`src/hw/rtl/ppi_pkg.sv`:
```
// ppi_pkg: request and response types and register codes shared by the
// parallel port interface modules. No dependencies.
package ppi_pkg;

  localparam int unsigned NumPorts = 3;

  // access kind
  localparam logic OP_READ  = 1'b0;
  localparam logic OP_WRITE = 1'b1;

  // register select codes
  localparam logic [1:0] REG_PORT_A  = 2'd0;
  localparam logic [1:0] REG_PORT_B  = 2'd1;
  localparam logic [1:0] REG_PORT_C  = 2'd2;
  localparam logic [1:0] REG_CONTROL = 2'd3;

  typedef struct packed {
    logic       op;
    logic [1:0] reg_select;
    logic [7:0] wr_byte;
    logic [7:0] pins_a;
    logic [7:0] pins_b;
    logic [7:0] pins_c;
  } ppi_req_t;

  typedef struct packed {
    logic [7:0] read_data;
    logic [7:0] drive_a;
    logic [7:0] drive_b;
    logic [7:0] drive_c;
    logic       strobe_a;
    logic       strobe_b;
    logic       strobe_c;
    logic       mode_rejected;
  } ppi_rsp_t;

endpackage

```
`src/hw/rtl/ppi_req_stage.sv`:
```
// ppi_req_stage: input register for bus requests with valid/ready control.
// Depends on ppi_pkg for the request type.
module ppi_req_stage import ppi_pkg::*; (
  input  logic     clk,
  input  logic     rst,
  input  logic     req_valid,
  output logic     req_ready,
  input  ppi_req_t req,
  input  logic     advance,
  output logic     stage_valid,
  output ppi_req_t stage_req
);

  logic     valid;
  ppi_req_t held;

  // take a new request when empty or when the held one moves on this cycle
  assign req_ready = !valid || advance;

  always_ff @(posedge clk) begin
    if (rst) begin
      valid <= 1'b0;
    end else if (req_ready) begin
      valid <= req_valid;
    end
  end

  always_ff @(posedge clk) begin
    if (req_ready && req_valid) begin
      held <= req;
    end
  end

  assign stage_valid = valid;
  assign stage_req   = held;

endmodule

```
`src/hw/rtl/ppi_engine.sv`:
```
// ppi_engine: port latches and direction masks, with the read, write and
// control word logic that produces one response per request. Uses ppi_pkg.
module ppi_engine import ppi_pkg::*; (
  input  logic     clk,
  input  logic     rst,
  input  logic     fire,
  input  ppi_req_t req,
  output ppi_rsp_t rsp
);

  localparam logic [7:0] AllOnes    = 8'hFF;
  localparam logic [7:0] UpperNib   = 8'hF0;
  localparam logic [7:0] LowerNib   = 8'h0F;
  localparam logic [7:0] Mode2CIn   = 8'hF7;
  localparam logic [1:0] GroupAMode0 = 2'd0;
  localparam logic [1:0] GroupAMode1 = 2'd1;

  logic [NumPorts-1:0][7:0] latch, latch_next;
  logic [NumPorts-1:0][7:0] imask, imask_next;
  logic [NumPorts-1:0][7:0] omask, omask_next;

  function automatic logic [7:0] port_read(input logic [7:0] pins, input logic [7:0] l,
                                           input logic [7:0] im, input logic [7:0] om);
    port_read = (pins & im) | (l & om & ~im);
  endfunction

  function automatic logic [7:0] port_drive(input logic [7:0] l, input logic [7:0] om);
    port_drive = (l & om) | ~om;
  endfunction

  always_comb begin
    logic [1:0] ga;
    logic       gb;
    logic [7:0] rd;
    logic       sa, sb, sc, rej;
    latch_next = latch;
    imask_next = imask;
    omask_next = omask;
    rd  = '0;
    sa  = 1'b0;
    sb  = 1'b0;
    sc  = 1'b0;
    rej = 1'b0;
    ga  = req.wr_byte[6:5];
    gb  = req.wr_byte[2];
    if (req.op == OP_READ) begin
      unique case (req.reg_select)
        REG_PORT_A:  rd = port_read(req.pins_a, latch[0], imask[0], omask[0]);
        REG_PORT_B:  rd = port_read(req.pins_b, latch[1], imask[1], omask[1]);
        REG_PORT_C:  rd = port_read(req.pins_c, latch[2], imask[2], omask[2]);
        REG_CONTROL: rd = AllOnes;
      endcase
    end else if (req.reg_select != REG_CONTROL) begin
      unique case (req.reg_select)
        REG_PORT_A: begin
          latch_next[0] = req.wr_byte;
          sa = 1'b1;
        end
        REG_PORT_B: begin
          latch_next[1] = req.wr_byte;
          sb = 1'b1;
        end
        default: begin
          latch_next[2] = req.wr_byte;
          sc = 1'b1;
        end
      endcase
    end else if (req.wr_byte[7]) begin
      // mode word
      if (ga == GroupAMode1 || gb) begin
        rej = 1'b1;
      end else begin
        if (ga == GroupAMode0) begin
          if (req.wr_byte[4]) begin
            imask_next[0] = AllOnes;
            omask_next[0] = '0;
          end else begin
            imask_next[0] = '0;
            omask_next[0] = AllOnes;
          end
          if (req.wr_byte[3]) begin
            imask_next[2] = imask_next[2] | UpperNib;
            omask_next[2] = omask_next[2] & LowerNib;
          end else begin
            imask_next[2] = imask_next[2] & LowerNib;
            omask_next[2] = omask_next[2] | UpperNib;
          end
        end else begin
          // mode 2/3 approximation on group A
          imask_next[0] = AllOnes;
          omask_next[0] = AllOnes;
          imask_next[2] = Mode2CIn;
          omask_next[2] = AllOnes;
        end
        if (req.wr_byte[1]) begin
          imask_next[1] = AllOnes;
          omask_next[1] = '0;
        end else begin
          imask_next[1] = '0;
          omask_next[1] = AllOnes;
        end
        if (req.wr_byte[0]) begin
          imask_next[2] = imask_next[2] | LowerNib;
          omask_next[2] = omask_next[2] & UpperNib;
        end else begin
          imask_next[2] = imask_next[2] & UpperNib;
          omask_next[2] = omask_next[2] | LowerNib;
        end
        latch_next = '0;
        sa = 1'b1;
        sb = 1'b1;
        sc = 1'b1;
      end
    end else begin
      // port C bit set/reset
      latch_next[2][req.wr_byte[3:1]] = req.wr_byte[0];
      sc = 1'b1;
    end

    rsp.read_data     = rd;
    rsp.drive_a       = port_drive(latch_next[0], omask_next[0]);
    rsp.drive_b       = port_drive(latch_next[1], omask_next[1]);
    rsp.drive_c       = port_drive(latch_next[2], omask_next[2]);
    rsp.strobe_a      = sa;
    rsp.strobe_b      = sb;
    rsp.strobe_c      = sc;
    rsp.mode_rejected = rej;
  end

  always_ff @(posedge clk) begin
    if (rst) begin
      latch <= '0;
      imask <= {NumPorts{AllOnes}};
      omask <= '0;
    end else if (fire) begin
      latch <= latch_next;
      imask <= imask_next;
      omask <= omask_next;
    end
  end

endmodule

```
`src/hw/rtl/parallel_port_interface_unit.sv`:
```
// parallel_port_interface_unit: top level of the three-port parallel interface.
// Depends on ppi_pkg, ppi_req_stage and ppi_engine.
//
// Usage:
//   A request is one bus access (read or write to port A, B, C or control)
//   together with the pin levels of all three ports. It is taken on req
//   when req_valid and req_ready are both high at a rising edge of clk.
//   Each request gives exactly one response on rsp, taken when rsp_valid
//   and rsp_ready are both high. Responses come out in request order.
//   Path: an accepted request waits in the input register; the engine
//   works on it combinationally, and its response is registered in the
//   output register, from which it is offered on rsp.
//   Throughput: one request per cycle when not stalled; the engine updates
//   the latches and masks in a single pass between the input and output registers.
//   Stall: while rsp_ready is low the response holds in the output
//   register, one more request may wait in the input register, and then
//   req_ready drops until the response is taken.
//   Reset (rst, synchronous, active high) empties both registers and puts
//   all ports in mode 0 as inputs with cleared latches.
module parallel_port_interface_unit import ppi_pkg::*; (
  input  logic     clk,
  input  logic     rst,
  input  logic     req_valid,
  output logic     req_ready,
  input  ppi_req_t req,
  output logic     rsp_valid,
  input  logic     rsp_ready,
  output ppi_rsp_t rsp
);

  logic     stage_valid;
  ppi_req_t stage_req;
  logic     advance;
  ppi_rsp_t rsp_comb;
  logic     out_valid;
  ppi_rsp_t out_rsp;

  assign advance = stage_valid && (!out_valid || rsp_ready);

  ppi_req_stage u_req_stage (
    .clk         (clk),
    .rst         (rst),
    .req_valid   (req_valid),
    .req_ready   (req_ready),
    .req         (req),
    .advance     (advance),
    .stage_valid (stage_valid),
    .stage_req   (stage_req)
  );

  ppi_engine u_engine (
    .clk  (clk),
    .rst  (rst),
    .fire (advance),
    .req  (stage_req),
    .rsp  (rsp_comb)
  );

  always_ff @(posedge clk) begin
    if (rst) begin
      out_valid <= 1'b0;
    end else if (!out_valid || rsp_ready) begin
      out_valid <= stage_valid;
    end
  end

  always_ff @(posedge clk) begin
    if (advance) begin
      out_rsp <= rsp_comb;
    end
  end

  assign rsp_valid = out_valid;
  assign rsp       = out_rsp;

  // a held request stays put until it moves to the output register
  a_stage_holds: assert property (@(posedge clk) disable iff (rst)
    stage_valid && !advance |=> stage_valid && $stable(stage_req))
    else $error("input register lost a request while stalled");

  // reads never strobe and never reject
  a_read_quiet: assert property (@(posedge clk) disable iff (rst)
    advance && stage_req.op == OP_READ |=>
      !rsp.strobe_a && !rsp.strobe_b && !rsp.strobe_c && !rsp.mode_rejected)
    else $error("read request produced a strobe or rejection");

  // writes return zero read data
  a_write_zero: assert property (@(posedge clk) disable iff (rst)
    advance && stage_req.op == OP_WRITE |=> rsp.read_data == 8'h00)
    else $error("write request returned nonzero read data");

  // a rejected mode word changes nothing
  a_reject_no_strobe: assert property (@(posedge clk) disable iff (rst)
    rsp_valid && rsp.mode_rejected |-> !rsp.strobe_a && !rsp.strobe_b && !rsp.strobe_c)
    else $error("rejected mode word strobed a port");

endmodule

```
`config.mk`:
```
export PLATFORM = sky130hd
export DESIGN_NAME = parallel_port_interface_unit
export DESIGN_NICKNAME = d
export VERILOG_FILES = /design/src/hw/rtl/ppi_pkg.sv /design/src/hw/rtl/ppi_req_stage.sv /design/src/hw/rtl/ppi_engine.sv /design/src/hw/rtl/parallel_port_interface_unit.sv
export SDC_FILE = /design/constraint.sdc
export NUM_CORES = 1
export LEC_CHECK = 0
export BUFFER_PORTS_ARGS = -buffer_cell sky130_fd_sc_hd__buf_2
export CAP_MARGIN = 20
export CORE_MARGIN = 2
export CORE_UTILIZATION = 30
export CTS_BUF_LIST = sky130_fd_sc_hd__clkbuf_8
export CTS_CLUSTER_DIAMETER = 120
export CTS_CLUSTER_SIZE = 28
export DETAILED_ROUTE_END_ITERATION = 10
export SLEW_MARGIN = 0
export SYNTH_ARGS = -nofsm -noshare
export SYNTH_HDL_FRONTEND = slang
export SYNTH_SLANG_ARGS = --single-unit
```
`constraint.sdc`:
```
create_clock -name clk -period 2.15 [get_ports clk]
set_clock_uncertainty 0.2 [all_clocks]
set_input_delay 0 -clock clk [delete_from_list [all_inputs] [get_ports clk]]
set_output_delay 0 -clock clk [all_outputs]
set_load 0.005 [all_outputs]
```
==> impl_table.tex <==
\begin{tabular}{lr}
\hline
Metric & Value \\
\hline
\multicolumn{2}{l}{\textbf{Status}} \\
\quad Result of the run & finished clean \\
\multicolumn{2}{l}{\textbf{Timing}} \\
\quad Tightest slew margin relative to the limit & 66.10\% \\
\quad Period minus WS final & 2.060 ns \\
\quad Worst Tran Pin Value & 0.5085 ns \\
\quad RSZ-0062 raised after global routing & true \\
\quad Achievable clock frequency & 0.4854 GHz \\
\quad Setup total negative slack & 0 ns \\
\quad Hold Violations, Final & 0 \\
\quad Number of max-slew violations in the final report & 0 \\
\quad Final worst path period share & 95.83\% \\
\quad Number of setup violations in the final report & 0 \\
\multicolumn{2}{l}{\textbf{Critical path}} \\
\quad Critical path data arrival time & 2.20 ns \\
\quad Required time of the critical path & 2.29 ns \\
\quad Startpoint class of the critical path & flop \\
\quad Largest stage delay, worst path & 0.49 ns \\
\quad Ordered cell list for the critical path & nand2b\_4, or3\_4, buf\_4, a21o\_4, a22oi\_1, nor2\_1 \\
\quad Biggest fanout along the worst timing path & 10 \\
\quad Worst Setup End Kind & flop \\
\quad Sum of buffers and inverters on the critical path & 1 \\
\quad Max stage delay cell, worst path & sky130\_fd\_sc\_hd\_\_edfxtp\_1 \\
\quad Start-to-end type of the worst setup path & reg -> reg \\
\quad Top cell family by delay on the critical path & simple AND/OR/NAND/NOR gates \\
\multicolumn{2}{l}{\textbf{Drt}} \\
\quad WL met1 & 6962 um \\
\quad Final routed wirelength across all metal layers & 15,550 um \\
\quad Vias per cell & 5.034 \\
\quad Routed wl met3 & 1018 um \\
\quad First-pass DRT Iterations & 5 \\
\quad Wire per inst & 17.24 um \\
\quad DR WL met2 & 7144 um \\
\quad Vias post-DR & 4,541 \\
\quad DRC violation count after routing & 0 \\
\quad DRC marker count from the first detailed-route iteration & 289 \\
\quad ANT nets after route & 0 \\
\quad Highest routed metal layer & met4 \\
\multicolumn{2}{l}{\textbf{Cells and area}} \\
\quad NumNets Final & 699 \\
\quad Antenna diode instance count & 0 \\
\quad Number of fill cells in the layout & 1,755 \\
\quad Share of post-route cells with drive strength above 1 & 26.45\% \\
\quad Reg area & 0.003213 mm2 \\
\quad Summed area of non-filler cells in the final layout & 0.007112 mm2 \\
\quad Area grow syn2layout & 31.27\% \\
\quad Multi-input gate area & 0.002016 mm2 \\
\multicolumn{2}{l}{\textbf{Global routing}} \\
\quad Via count of the first global-routing pass & 4,516 \\
\quad Tot GR Track Use & 16.46\% \\
\quad Antenna violations before repair & 0 \\
\quad GRT Residual Overflow & 0 \\
\quad Wire length of the first global-routing pass & 24,550 um \\
\quad Largest net degree at the start of global routing & 36 \\
\multicolumn{2}{l}{\textbf{Placed design}} \\
\quad Number of port buffers & 76 \\
\quad Last weighted congestion value of the routability-driven placer & 0.9011 \\
\quad HPWL Detailed & 11,440 um \\
\quad Placed standard-cell area & 0.006311 mm2 \\
\multicolumn{2}{l}{\textbf{Floorplan}} \\
\quad Height of the die & 138.4 um \\
\quad CORE AREA & 0.01784 mm2 \\
\quad Initial Util & 30.37\% \\
\quad Ports placed on the boundary & 77 \\
\quad Placement Rows & 49 \\
\quad Area enclosed by the die boundary & 0.01915 mm2 \\
\quad Die outline width & 138.4 um \\
\multicolumn{2}{l}{\textbf{Clocking}} \\
\quad Total CTS buffers & 17 \\
\quad Number of sinks driven by the clock tree & 125 \\
\quad Maximum clock insertion buffer count & 2 \\
\quad Clock tree root buffer cell & sky130\_fd\_sc\_hd\_\_clkbuf\_8 \\
\quad Clock Latency Late Sink & 0.45 ns \\
\quad TritonCTS clock tree & built \\
\quad Count of H-tree levels built during CTS & 4 \\
\quad Clock transition at the register clock pins on the worst setup and hold paths after CTS & 0.08 ns \\
\multicolumn{2}{l}{\textbf{Run}} \\
\quad MaxCap Viol Count & 0 \\
\multicolumn{2}{l}{\textbf{Logic synthesis}} \\
\quad Net count after synthesis & 547 \\
\quad Cell type with the largest total area after synthesis & sky130\_fd\_sc\_hd\_\_edfxtp\_1 \\
\quad Distinct cells, synth & 56 \\
\quad Primary FF master, synth & sky130\_fd\_sc\_hd\_\_edfxtp\_1 \\
\quad Most numerous cell in the Yosys netlist & sky130\_fd\_sc\_hd\_\_nand2\_1 \\
\quad Number of flops mapped to enable cells by yosys & 71 \\
\quad Yosys warning total & 0 \\
\quad Synth async-reset ratio & 0\% \\
\quad Sequential element share of the synthesized area & 59.31\% \\
\quad Largest cells by area after synthesis & sky130\_fd\_sc\_hd\_\_edfxtp\_1 (39\%), sky130\_fd\_sc\_hd\_\_dfxtp\_1 (20\%), sky130\_fd\_sc\_hd\_\_nand2\_1 (5.5\%) \\
\quad Total of flip-flops plus latches after synthesis & 125 \\
\quad Post-Syn Area per Cell & 10.66 um2 \\
\quad Netlist area before placement & 0.005418 mm2 \\
\quad Number of instances in the synthesized netlist & 508 \\
\quad Top cell type's share of synthesized area & 39.35\% \\
\quad List of most frequent post-synthesis cells & sky130\_fd\_sc\_hd\_\_nand2\_1 (80), sky130\_fd\_sc\_hd\_\_edfxtp\_1 (71), sky130\_fd\_sc\_hd\_\_dfxtp\_1 (54), sky130\_fd\_sc\_hd\_\_nor2\_1 (40) \\
\multicolumn{2}{l}{\textbf{Worst hold path}} \\
\quad Worst min path class & in -> reg \\
\multicolumn{2}{l}{\textbf{Power and ir drop}} \\
\quad Power after layout & 4.955 mW \\
\quad Leakage component of the power & 2.654 nW \\
\quad Max VDD drop & 0.0003379 V \\
\quad Power per cell area & 696.7 mW/mm2 \\
\hline
\end{tabular}
[per-layer routing]
metal | global-route usage [%] | vias to the layer above
li1 | - | 2184
met1 | 21.33 | 2148
met2 | 25.61 | 175
met3 | 4.711 | 34
met4 | 7.519 | 0
met5 | 0 | -
[report_power, final]
| group | internal, mW | switching [mW] | leakage (nW) |
|---|---|---|---|
| combinational | 0.224 | 0.252 | 1.43 |
| clock | 0.806 | 1.01 | 0.171 |
| sequential | 2.61 | 0.0576 | 1.05 |
[through the flow]
step | std cells | hold slack [ns] | setup WS (ns) | utilization [%]
after floorplan | 508 | -0.1011 | 0.1378 | -
after global routing | 902 | 0.02272 | -0.001564 | 39.86
final | 902 | 0.05316 | 0.08975 | 39.86
after CTS | 900 | 0.01377 | 0.05098 | 39.63
after detailed placement | 827 | -0.02190 | 0.06856 | 35.37
after global placement | 827 | -0.02267 | 0.07006 | 35.37
[cell families after synthesis]
logic type | after synthesis | synth area share (%)
flip-flops | 125 | 59.31
buffers and inverters | 45 | 3.972
AO/OA/AOI/OAI | 172 | 21.62
multiplexers | 9 | 1.663
AND/OR/NAND/NOR | 157 | 13.44
[what timing repair did]
action / in CTS / in global routing
buffers inserted: 0 / 2
endpoints found under the hold margin: 109 / 0
hold buffers: 41 / 0
endpoints found under the setup margin: 0 / 22
resized for setup: 0 / 7
[area by class of cell]
class,count,area share [%]
flip-flops and latches,125,45.18
multi-input cells,338,28.34
repair buffers,171,17.17
well taps,229,4.029
clock buffers,17,3.290
clock inverters,15,1.619
inverters,7,0.3695
[worst paths after layout]
| path | start | end | slack [ns] | cells past startpoint |
|---|---|---|---|---|
| worst min register to register | u_engine.omask[3]$_SDFFE_PP0N_ | u_engine.omask[3]$_SDFFE_PP0N_ | 0.29 | 2 |
| worst min-delay path | req[4] | u_req_stage.stage_req[4]$_DFFE_PP_ | 0.05 | 2 |
| worst max register to register | u_req_stage.stage_req[26]$_DFFE_PP_ | u_engine.latch[4]$_SDFFE_PP0N_ | 0.09 | 6 |
| worst max-delay path | u_req_stage.stage_req[26]$_DFFE_PP_ | u_engine.latch[4]$_SDFFE_PP0N_ | 0.09 | 6 |
[cell usage in the layout, fill, tap and decap left out, types with 10 or more instances in the layout]
| master | count |
|---|---|
| sky130_fd_sc_hd__a22oi_1 | 12 |
| sky130_fd_sc_hd__dlygate4sd3_1 | 41 |
| sky130_fd_sc_hd__edfxtp_1 | 71 |
| sky130_fd_sc_hd__buf_2 | 76 |
| sky130_fd_sc_hd__nor2_1 | 39 |
| sky130_fd_sc_hd__a211oi_1 | 10 |
| sky130_fd_sc_hd__o21ai_0 | 36 |
| sky130_fd_sc_hd__o21a_1 | 17 |
| sky130_fd_sc_hd__buf_4 | 52 |
| sky130_fd_sc_hd__clkbuf_8 | 17 |
| sky130_fd_sc_hd__nand2_1 | 80 |
| sky130_fd_sc_hd__dfxtp_1 | 54 |
| sky130_fd_sc_hd__a21oi_1 | 36 |
[registers in the layout, indices dropped and copies added, names as in the netlist]
register and flops:
rsp 36, rsp_valid 1, u_engine.imask 4, u_engine.latch 24
u_engine.omask 24, u_req_stage.stage_req 35, u_req_stage.stage_valid 1
No activity file was read; power rests on OpenSTA's default activity.
